### src/hw/rtl/gdd_pkg.sv
// gdd_pkg: shared types, constants and calendar tables for the date difference block
// no dependencies; used by gdd_day_count and gregorian_date_difference
package gdd_pkg;

  localparam int unsigned DATE_MAX_YEAR = 9999;

  localparam int DAY_W   = 5;
  localparam int MONTH_W = 4;
  localparam int YEAR_W  = 14;
  localparam int COUNT_W = 23;
  localparam int STAT_W  = 2;
  localparam int LIMIT_W = 17;
  localparam int QUOT_W  = 8;
  localparam int MSTART_W = 9;

  // floor(x / 100) = (x * 5243) >> 19 for every 14-bit x
  localparam int DIV100_MUL_W = 13;
  localparam int DIV100_SHIFT = 19;
  localparam int PROD_W       = YEAR_W + DIV100_MUL_W;
  localparam logic [DIV100_MUL_W-1:0] DIV100_MUL = 13'd5243;

  localparam logic [MONTH_W-1:0] MONTH_JAN = 4'd1;
  localparam logic [MONTH_W-1:0] MONTH_FEB = 4'd2;
  localparam logic [MONTH_W-1:0] MONTH_DEC = 4'd12;

  typedef enum logic [STAT_W-1:0] {
    ST_OK         = 2'd0,
    ST_FIRST_BAD  = 2'd1,
    ST_SECOND_BAD = 2'd2,
    ST_EARLIER    = 2'd3
  } status_t;

  typedef struct packed {
    logic [DAY_W-1:0]   day;
    logic [MONTH_W-1:0] month;
    logic [YEAR_W-1:0]  year;
  } date_t;

  typedef struct packed {
    logic               valid;
    logic               ok;
    logic [COUNT_W-1:0] count;
  } count_t;

  // days before the month in a common year
  function automatic logic [MSTART_W-1:0] month_start(input logic [MONTH_W-1:0] m);
    logic [MSTART_W-1:0] s;
    case (m)
      4'd1:    s = 9'd0;
      4'd2:    s = 9'd31;
      4'd3:    s = 9'd59;
      4'd4:    s = 9'd90;
      4'd5:    s = 9'd120;
      4'd6:    s = 9'd151;
      4'd7:    s = 9'd181;
      4'd8:    s = 9'd212;
      4'd9:    s = 9'd243;
      4'd10:   s = 9'd273;
      4'd11:   s = 9'd304;
      4'd12:   s = 9'd334;
      default: s = 9'd0;
    endcase
    return s;
  endfunction

  // month length in a common year
  function automatic logic [DAY_W-1:0] month_len(input logic [MONTH_W-1:0] m);
    logic [DAY_W-1:0] n;
    case (m)
      4'd2:    n = 5'd28;
      4'd4:    n = 5'd30;
      4'd6:    n = 5'd30;
      4'd9:    n = 5'd30;
      4'd11:   n = 5'd30;
      default: n = 5'd31;
    endcase
    return n;
  endfunction

endpackage

### src/hw/rtl/gdd_day_count.sv
// gdd_day_count: three-stage pipeline that checks one date and maps it to a day count
// depends on gdd_pkg
module gdd_day_count
  import gdd_pkg::*;
#(
  parameter int unsigned MAX_YEAR = DATE_MAX_YEAR
) (
  input  logic   clk,
  input  logic   rst_n,
  input  logic   in_valid,
  input  date_t  in_date,
  output count_t out_cnt
);

  localparam logic [LIMIT_W-1:0] YearLimit = LIMIT_W'(MAX_YEAR);

  // stage a: year / 100 and (year - 1) / 100
  logic               a_valid_r;
  date_t              a_date_r;
  logic [YEAR_W-1:0]  a_past_r;
  logic [QUOT_W-1:0]  a_qy_r;
  logic [QUOT_W-1:0]  a_qp_r;
  logic [YEAR_W-1:0]  a_past_nxt;
  logic [PROD_W-1:0]  a_prod_y;
  logic [PROD_W-1:0]  a_prod_p;

  assign a_past_nxt = in_date.year - YEAR_W'(1);
  assign a_prod_y   = PROD_W'(in_date.year) * PROD_W'(DIV100_MUL);
  assign a_prod_p   = PROD_W'(a_past_nxt) * PROD_W'(DIV100_MUL);

  always_ff @(posedge clk) begin
    if (!rst_n) begin
      a_valid_r <= 1'b0;
    end else begin
      a_valid_r <= in_valid;
    end
    a_date_r <= in_date;
    a_past_r <= a_past_nxt;
    a_qy_r   <= a_prod_y[DIV100_SHIFT +: QUOT_W];
    a_qp_r   <= a_prod_p[DIV100_SHIFT +: QUOT_W];
  end

  // stage b: leap rule, validity, month offset, 365 per past year
  logic               b_valid_r;
  logic               b_ok_r;
  logic [COUNT_W-1:0] b_p365_r;
  logic [MSTART_W:0]  b_part_r;
  logic [YEAR_W-3:0]  b_p4_r;
  logic [QUOT_W-1:0]  b_qp_r;
  logic [YEAR_W-1:0]  b_rem;
  logic               b_leap;
  logic               b_year_ok;
  logic               b_month_ok;
  logic [DAY_W-1:0]   b_len;
  logic               b_ok_nxt;
  logic [MSTART_W:0]  b_part_nxt;

  always_comb begin
    b_rem      = a_date_r.year - YEAR_W'(a_qy_r) * YEAR_W'(100);
    b_leap     = ((a_date_r.year[1:0] == 2'b00) && (b_rem != '0)) ||
                 ((b_rem == '0) && (a_qy_r[1:0] == 2'b00));
    b_year_ok  = (a_date_r.year != '0) && (LIMIT_W'(a_date_r.year) <= YearLimit);
    b_month_ok = (a_date_r.month >= MONTH_JAN) && (a_date_r.month <= MONTH_DEC);
    b_len      = ((a_date_r.month == MONTH_FEB) && b_leap) ? 5'd29
                                                           : month_len(a_date_r.month);
    b_ok_nxt   = b_year_ok && b_month_ok && (a_date_r.day != '0) &&
                 (a_date_r.day <= b_len);
    b_part_nxt = (MSTART_W+1)'(a_date_r.day) +
                 (MSTART_W+1)'(month_start(a_date_r.month)) +
                 (MSTART_W+1)'((a_date_r.month > MONTH_FEB) && b_leap);
  end

  always_ff @(posedge clk) begin
    if (!rst_n) begin
      b_valid_r <= 1'b0;
    end else begin
      b_valid_r <= a_valid_r;
    end
    b_ok_r   <= b_ok_nxt;
    b_p365_r <= COUNT_W'(a_past_r) * COUNT_W'(365);
    b_part_r <= b_part_nxt;
    b_p4_r   <= a_past_r[YEAR_W-1:2];
    b_qp_r   <= a_qp_r;
  end

  // stage c: sum of the terms
  logic               c_valid_r;
  logic               c_ok_r;
  logic [COUNT_W-1:0] c_count_r;

  always_ff @(posedge clk) begin
    if (!rst_n) begin
      c_valid_r <= 1'b0;
    end else begin
      c_valid_r <= b_valid_r;
    end
    c_ok_r    <= b_ok_r;
    c_count_r <= b_p365_r + COUNT_W'(b_part_r) + COUNT_W'(b_p4_r) -
                 COUNT_W'(b_qp_r) + COUNT_W'(b_qp_r[QUOT_W-1:2]);
  end

  assign out_cnt.valid = c_valid_r;
  assign out_cnt.ok    = c_ok_r;
  assign out_cnt.count = c_count_r;

endmodule

### src/hw/rtl/gregorian_date_difference.sv
// throughput: one date pair per cycle; busy stays low, the pipeline never stalls
// the depth is set by the day count pipeline (three stages) plus the subtract stage
// reset: synchronous, active low; clears only the valid bits, so pairs in flight at reset are dropped
// gregorian_date_difference: top level, two day count pipelines and the compare stage
// depends on gdd_pkg and gdd_day_count
module gregorian_date_difference
  import gdd_pkg::*;
#(
  parameter int unsigned MAX_YEAR = DATE_MAX_YEAR
) (
  input  logic                      clk,
  input  logic                      rst_n,
  input  logic                      start,
  output logic                      busy,
  input  logic [DAY_W-1:0]          in_first_day,
  input  logic [MONTH_W-1:0]        in_first_month,
  input  logic [YEAR_W-1:0]         in_first_year,
  input  logic [DAY_W-1:0]          in_second_day,
  input  logic [MONTH_W-1:0]        in_second_month,
  input  logic [YEAR_W-1:0]         in_second_year,
  output logic                      out_valid,
  output logic [STAT_W-1:0]         out_status,
  output logic signed [COUNT_W-1:0] out_day_difference
);

  logic   beat_in;
  date_t  date_a;
  date_t  date_b;
  count_t cnt_a;
  count_t cnt_b;

  assign busy    = 1'b0;
  assign beat_in = start && !busy;

  assign date_a = '{day: in_first_day, month: in_first_month, year: in_first_year};
  assign date_b = '{day: in_second_day, month: in_second_month, year: in_second_year};

  gdd_day_count #(
    .MAX_YEAR(MAX_YEAR)
  ) u_count_a (
    .clk     (clk),
    .rst_n   (rst_n),
    .in_valid(beat_in),
    .in_date (date_a),
    .out_cnt (cnt_a)
  );

  gdd_day_count #(
    .MAX_YEAR(MAX_YEAR)
  ) u_count_b (
    .clk     (clk),
    .rst_n   (rst_n),
    .in_valid(beat_in),
    .in_date (date_b),
    .out_cnt (cnt_b)
  );

  logic               valid_r;
  status_t            status_r;
  logic [COUNT_W-1:0] diff_r;
  status_t            status_nxt;
  logic [COUNT_W-1:0] diff_nxt;

  always_comb begin
    if (!cnt_a.ok) begin
      status_nxt = ST_FIRST_BAD;
      diff_nxt   = '0;
    end else if (!cnt_b.ok) begin
      status_nxt = ST_SECOND_BAD;
      diff_nxt   = '0;
    end else begin
      status_nxt = (cnt_b.count < cnt_a.count) ? ST_EARLIER : ST_OK;
      diff_nxt   = cnt_b.count - cnt_a.count;
    end
  end

  always_ff @(posedge clk) begin
    if (!rst_n) begin
      valid_r <= 1'b0;
    end else begin
      valid_r <= cnt_a.valid;
    end
    status_r <= status_nxt;
    diff_r   <= diff_nxt;
  end

  assign out_valid          = valid_r;
  assign out_status         = status_r;
  assign out_day_difference = diff_r;

`ifndef NO_ASSERTIONS
  a_lanes_aligned: assert property (@(posedge clk) disable iff (!rst_n)
    cnt_a.valid == cnt_b.valid)
    else $error("day count lanes out of step");

  a_out_from_lane: assert property (@(posedge clk) disable iff (!rst_n)
    out_valid |-> $past(cnt_a.valid))
    else $error("result beat without a counted date pair");

  a_bad_zero: assert property (@(posedge clk) disable iff (!rst_n)
    out_valid && (status_r == ST_FIRST_BAD || status_r == ST_SECOND_BAD)
      |-> diff_r == '0)
    else $error("invalid date with nonzero difference");

  a_earlier_nonzero: assert property (@(posedge clk) disable iff (!rst_n)
    out_valid && (status_r == ST_EARLIER) |-> diff_r != '0)
    else $error("earlier status with zero difference");
`endif

endmodule

### config.mk
export PLATFORM = sky130hd
export DESIGN_NAME = gregorian_date_difference
export DESIGN_NICKNAME = d
export VERILOG_FILES = /design/src/hw/rtl/gdd_pkg.sv /design/src/hw/rtl/gdd_day_count.sv /design/src/hw/rtl/gregorian_date_difference.sv
export SDC_FILE = /design/constraint.sdc
export NUM_CORES = 2
export LEC_CHECK = 0
export BUFFER_PORTS_ARGS = -buffer_cell sky130_fd_sc_hd__buf_4
export CAP_MARGIN = 25
export CORE_UTILIZATION = 40
export CTS_CLUSTER_DIAMETER = 80
export DETAILED_ROUTE_END_ITERATION = 6
export GPL_ROUTABILITY_DRIVEN = 0
export PLACE_DENSITY = 0.6
export SYNTH_ARGS = -nofsm -noshare
export SYNTH_HDL_FRONTEND = slang
export SYNTH_SLANG_ARGS = --single-unit
### constraint.sdc
create_clock -name clk -period 17.9 [get_ports clk]
set_input_delay 0.895 -clock clk [delete_from_list [all_inputs] [get_ports clk]]
set_output_delay 0.895 -clock clk [all_outputs]
set_load 0.05 [all_outputs]
# After elaboration in Yosys (flattened, before gate mapping)

Memories as Yosys holds them, arrays and structs flattened. A register that Yosys moved wholly into a read port is not among the register bits.
Index checks and enable logic that the tools add are counted.

Register bits after elaboration: 291
Bits in read-only memories: 288
Output and inout port bits: 27
Memories: 2

Memory list:

| name             | depth | width | read ports | clocked after memory_dff | wr ports | line          | text |
|---|---|---|---|---|---|---|---|
| (name not given) | 16    | 9     | 1          | 1                        | 0        | gdd_pkg.sv:48 | `case (m)` |
| (name not given) | 16    | 9     | 1          | 1                        | 0        | gdd_pkg.sv:48 |  |

$add $sub $neg: 17
Multipliers: 8
$lt $le $gt $ge: 11
Eq/ne operators: 10
Mux-type cells: 6
Reductions and logical operators: 35

Operators with widths:

| kind                   | number |
|---|---|
| $mul 14x13->27 const B | 4 |
| $reduce_bool 14->1     | 4 |
| $add 23x10->23         | 2 |
| $add 23x12->23         | 2 |
| $add 23x6->23          | 2 |
| $mul 14x9->23 const B  | 2 |
| $sub 23x8->23          | 2 |
| $le 14x14->1 const B   | 2 |
| $logic_not 14->1       | 2 |
| $sub 14x1->14 const B  | 2 |
| $sub 14x14->14         | 2 |
| $mul 8x5->12 const B   | 2 |
| $lt 23x23->1           | 1 |
| $sub 23x23->23         | 1 |
| $add 10x1->10          | 2 |
| $add 5x9->10           | 2 |
| $logic_and 1x1->1      | 18 |
| $eq 4x3->1 const B     | 4 |
| $eq 4x4->1 const B     | 4 |
| $le 5x5->1             | 2 |
| $reduce_bool 5->1      | 2 |
| $eq 4x2->1 const B     | 2 |
| $ge 4x1->1 const B     | 2 |
| $gt 4x2->1 const B     | 2 |
| 7 further kinds        | 17 |

# Longest topological paths before layout

Word-level depth: 9
Gate-level depth with buffers: 26

# By module

A second synthesis with hierarchy kept.

Cells, all modules: 3477
Area total of the unflattened synthesis: 34070.2 µm²

By module, submodules not included:

| module                    | instances | cells an instance | area each (µm²) | seq. area each (µm²) |
|---|---|---|---|---|
| gdd_day_count (u_count_b) | 1         | 1607              | 16040.4         | 2862.7 |
| gdd_day_count (u_count_a) | 1         | 1602              | 15975.3         | 2862.7 |
| gregorian_date_difference | 1         | 268               | 2054.5          | 520.5 |

# Least setup slack after synthesis

No wires, ideal clock.

Path kind: input -> register
Start: in in_second_year[1]
End: reg u_count_b.a_qp_r[7]
Data arrival time: 6.650 ns
Required time: 17.828 ns
Setup slack: 11.178 ns
Stages on the path: 23
Buffers on the path: 0
Path through: inv_1 > ha_1 > a21boi_0 > nand4_1 > nor2_1 > xnor2_1 > ha_1 > fa_1 > inv_1 > fa_1 > inv_1 > fa_1 > fa_1 > ha_1 > a21oi_1 > o21ai_0 > a221oi_1 > o21ai_0 > a221oi_1 > o21ai_0 > o21a_1 > nor2_1 > xnor2_1

Cells in the longest elaborated chain, start to end: 2

RTL lines:

| what                         | line                            | text |
|---|---|---|
| start: declaration           | gregorian_date_difference.sv:20 | `input logic [YEAR_W-1:0] in_second_year,` |
| $sub 14x1->14                | gdd_day_count.sv:27             | `assign a_past_nxt = in_date.year - YEAR_W'(1);` |
| net u_count_b.a_past_nxt[11] | gdd_day_count.sv:23             | `logic [YEAR_W-1:0] a_past_nxt;` |
| $mul 14x13->27               | gdd_day_count.sv:29             | `assign a_prod_p = PROD_W'(a_past_nxt) * PROD_W'(DIV100_MUL);` |
| net u_count_b.a_prod_p[26]   | gdd_day_count.sv:25             | `logic [PROD_W-1:0] a_prod_p;` |
| end signal: assignment       | gdd_day_count.sv:40             | `a_qp_r <= a_prod_p[DIV100_SHIFT +: QUOT_W];` |
| end: declaration             | gdd_day_count.sv:22             | `logic [QUOT_W-1:0] a_qp_r;` |

The timed path passes the listed nets, and every way through them passes these cells.
A chain may end at the register's enable or synchronous reset.

# Final worst setup path

Start: in in_first_year[0]
End: reg u_count_a.a_qp_r[7]

Cells in the longest elaborated chain, start to end: 2

RTL lines:

| what                        | line                            | text |
|---|---|---|
| start: declaration          | gregorian_date_difference.sv:17 | `input logic [YEAR_W-1:0] in_first_year,` |
| $sub 14x1->14               | gdd_day_count.sv:27             |  |
| net u_count_a.a_past_nxt[0] | gdd_day_count.sv:23             |  |
| $mul 14x13->27              | gdd_day_count.sv:29             |  |
| net u_count_a.a_prod_p[26]  | gdd_day_count.sv:25             |  |
| end signal: assignment      | gdd_day_count.sv:40             |  |
| end: declaration            | gdd_day_count.sv:22             |  |

The timed path passes the listed nets, and every way through them passes these cells.

==> impl_metrics.env <==
export IMPL_fin_area_sq_um=36200
export IMPL_clock_latency_ps=580
export IMPL_syn2layout_area_growth_pct=10.1
export IMPL_ys_async_sr_fraction=0
export IMPL_synthesis_area_sq_um=32900
export IMPL_track_usage=0.165
export IMPL_synth_mux_area_frac=0.00548
export IMPL_viasPerCell=4.71
export IMPL_synth_edf_count=0
export IMPL_drive_gt1_frac=0.0488
export IMPL_place_hpwl_um=56200
export IMPL_syn_avg_cell_area_sq_um=10.0
export IMPL_endpoint="u_count_a.a_qp_r[7]"
export IMPL_cp_slowest_cell="xnor2_1"
export IMPL_cp_arrival_ps=7410
export IMPL_synth_seq_cells=309
export IMPL_synthesis_nets=4465
export IMPL_portBuffers=74
export IMPL_synth_top_family_by_area="adder cells"
export IMPL_cts_tree="built"
export IMPL_crit_path_max_incr_delay_ps=710
export IMPL_antenna_found_initial=3
export IMPL_setup_worst_path_start_class="input pin"
export IMPL_antenna_left=0
export IMPL_finalSetupViolations=0
export IMPL_syn_inst=3273
export IMPL_cts_buffers=41
export IMPL_ys_warn_count=0
export IMPL_regToRegSetupSlack_ps=11830
export IMPL_reg2reg_depth=22
export IMPL_synth_fa_ha_area_frac=0.525
export IMPL_required_ps=18340
export IMPL_multiInputGateArea_sq_um=23500
export IMPL_routedWlPerCell_um=14.4
export IMPL_fin_setup_tns_ps=0
export IMPL_die_h_um=289
export IMPL_critPathKind="input pin to register"
export IMPL_rows=104
export IMPL_synth_xor_area_share=0.0486
export IMPL_worstPathMaxFanout=9
export IMPL_dr_pass1_iters=6
export IMPL_cts_sinks=309
export IMPL_worst_path_buf_inv=4
export IMPL_ctsResizeCount=0
export IMPL_synth_simple_area_share=0.0576
export IMPL_drt_first_iter_violations=861
export IMPL_fin_nets=4578
export IMPL_grt_overflow=0
export IMPL_die_w_um=289
export IMPL_hp_class="register to register"
export IMPL_cts_hold_buf=0
export IMPL_drt_wl_total_um=64600
export IMPL_place_area_sq_um=34800
export IMPL_diodes=0
export IMPL_worst_pin_slew_ps=1030
export IMPL_synth_compound_area_share=0.0785
export IMPL_status="completed"
export IMPL_timing_final_crit_share=0.389
export IMPL_cts_max_level=2
export IMPL_drcViolationCount=0
export IMPL_crit_start="in_first_year[0]"
export IMPL_ios=76
export IMPL_final_min_clock_period_ps=6970
export IMPL_fmax_ghz=0.143
export IMPL_cp_depth=24
export IMPL_timing_slew_headroom=0.311
export IMPL_clk_pin_slew_ps=60
export IMPL_ff_latch_area_sq_um=6190
export IMPL_rsz0062_at_grt="no"
export IMPL_finClkSkew_ps=23.6
export IMPL_ys_types=68
export IMPL_reg2reg_from="u_count_a.a_qy_r[3]"
export IMPL_clock_path_buffers=3
export IMPL_initial_utilization=0.406
export IMPL_coreArea_sq_um=80900
export IMPL_synth_flop_cell="dfxtp_1"
export IMPL_vias=21100
export IMPL_cts_setup_buffers=0
export IMPL_clockRootBuffer="clkbuf_16"
export IMPL_grt_max_degree=26
export IMPL_die_area_sq_um=83400
export IMPL_slew_violations=0
export IMPL_fillers=7806
export IMPL_path_cells="buf_4, inv_1, ha_1, nand3_1, a21boi_0, o21ai_0, a21boi_0, xnor2_1, ha_1, fa_1, inv_1, fa_1, inv_1, fa_1, fa_1, ha_1, nand2_1, a211oi_1, a221oi_1, o21ai_0, o221ai_1, o21ai_0, a21oi_1, xnor2_1"
export IMPL_hold_viol=0
export IMPL_grt_pass1_vias=22100
export IMPL_cpMostUsedCell="fa_1"
export IMPL_reg2reg_to="u_count_a.b_part_r[8]"
export IMPL_cap_violations=0
export IMPL_grt_pass1_wl_um=110000
export IMPL_path_delay_family="adder cells"
export IMPL_cp_end_kind="register"
export IMPL_synth_seq_area_share=0.188
==> area by class of cell <==
| cell class | count | share of cell area |
|---|---|---|
| multi-input cells | 2122 | 0.650 |
| repair buffers | 78 | 0.0162 |
| well taps | 1060 | 0.0366 |
| clock buffers | 48 | 0.0293 |
| flip-flops and latches | 309 | 0.171 |
| inverters | 834 | 0.0864 |
| clock inverters | 28 | 0.0106 |
==> worst register-to-register path, cell delays in order (launching register included) <==
cell       delay, ps
dfxtp_1          390
ha_1             260
ha_1             310
fa_1             470
ha_1             360
nor2b_1          140
o21ai_0          130
nand2b_1         100
xnor2_1          140
ha_1             340
nor3b_1          160
nor3_1           210
o2111ai_1        140
or4_1            550
o31ai_1          370
nor2_1           120
fa_1             440
fa_1             420
a21o_1           200
a21oi_1          230
nor2b_1           90
o2111ai_1        220
xnor2_1          180
==> flip-flops by register name, indices dropped and copies added, names as in the netlist, 10 cells and up, named ones only <==
| signal | flops |
|---|---|
| out_day_difference | 23 |
| u_count_a.a_date_r | 23 |
| u_count_a.b_p365_r | 23 |
| u_count_a.c_count_r | 23 |
| u_count_b.a_date_r | 23 |
| u_count_b.b_p365_r | 23 |
| u_count_b.c_count_r | 23 |
| u_count_a.a_past_r | 14 |
| u_count_b.a_past_r | 14 |
| u_count_a.b_p4_r | 12 |
| u_count_b.b_p4_r | 12 |
| u_count_a.b_part_r | 10 |
| u_count_b.b_part_r | 10 |
==> through the flow <==
stage          cells  hold WS, ps  worst slack, ps   util
4_1_cts         4477          305            10840  0.447
6_report        4479          305            10930  0.447
2_1_floorplan   3273          310            11180      -
3_3_place_gp    4401          311            10450  0.429
3_5_place_dp    4401          312            10250  0.429
5_1_grt         4479          317            10360  0.447
==> placed cells by master, fill, tap and decap left out, types with 6 or more instances in the layout <==
cell type	count
inv_1	834
ha_1	746
fa_1	397
dfxtp_1	309
xnor2_1	137
nor2_1	121
a21oi_1	110
o21ai_0	91
buf_4	78
nand2_1	70
xor2_1	43
a21o_1	42
clkbuf_16	41
nor3_1	33
nand3_1	30
nor2b_1	22
a211oi_1	21
o21a_1	21
nand4_1	20
nand2b_1	18
a31oi_1	14
o21bai_1	14
and2_1	12
nor4_1	12
o211ai_1	9
mux2i_1	9
a2111oi_0	7
and3_1	7
or4_1	7
bufinv_16	7
or3_1	6
o2111ai_1	6
nor3b_1	6
o22ai_1	6
clkbuf_1	6
clkinvlp_4	6
==> synthesized netlist by cell type, types with 4 or more instances <==
master,n,area [sq um]
or2_2,4,25.0
o2111ai_1,6,52.6
nor3b_1,6,45.0
nand2_1,70,263
nor4_1,12,75.1
o31a_1,5,43.8
nor2_1,121,454
o21a_1,21,158
fa_1,397,7950
and3_1,7,43.8
mux2i_1,9,90.1
xnor2_1,137,1200
a2111oi_0,7,61.3
and4_1,4,35.0
nor2b_1,22,138
a211oi_1,21,158
nor3_1,33,165
nor4b_1,5,43.8
dfxtp_1,309,6190
nand3_1,30,150
o21ai_0,91,455
o211ai_1,9,67.6
a211o_1,4,35.0
a221oi_1,4,35.0
and2_1,12,75.1
ha_1,746,9330
or4_1,7,52.6
nand2b_1,18,113
inv_1,834,3130
a21boi_0,5,37.5
a31oi_1,14,87.6
nand4_1,20,125
o21bai_1,14,105
clkbuf_1,6,22.5
mux2_2,4,45.0
or3_1,6,37.5
a21oi_1,110,551
o22ai_1,6,37.5
a21o_1,42,315
a41oi_1,5,43.8
xor2_1,43,377
o31ai_1,5,37.5
==> logic make-up (layout without fill, tap and decap cells) <==
kind of cell,count (synthesis),in the layout
and+or+nand+nor,383,383
DFF,309,309
xor gates and xnor gates,181,181
muxes,15,15
other,1,1
adders and majority gates,1143,1143
AOI/OAI and AO/OA,399,399
buffers and inverters,842,988
==> routing by layer <==
metal	global-route usage	vias up	part of all wire
met3	0.0276	81	0.038
met2	0.263	232	0.44
met1	0.232	9993	0.50
met5	0	-	0.00065
met4	0.0383	6	0.020
li1	-	10800	-
==> how the worst min path moves through the flow <==
stage	startpoint	to	slack, ps	depth (start not counted)
3_5_place_dp	u_count_a.a_qp_r[3]	u_count_a.b_qp_r[3]	310	0
4_1_cts	u_count_a.a_qp_r[1]	u_count_a.b_qp_r[1]	310	0
3_3_place_gp	u_count_a.a_qp_r[2]	u_count_a.b_qp_r[2]	310	0
5_1_grt	u_count_a.a_qp_r[2]	u_count_a.b_qp_r[2]	320	0
2_1_floorplan	u_count_a.a_qp_r[0]	u_count_a.b_qp_r[0]	310	0
6_report	u_count_a.a_qp_r[1]	u_count_a.b_qp_r[1]	310	0
Power is left out: the tool's default activity adds up to more than one toggle a clock period on the data nets, which glitch-free logic cannot reach.
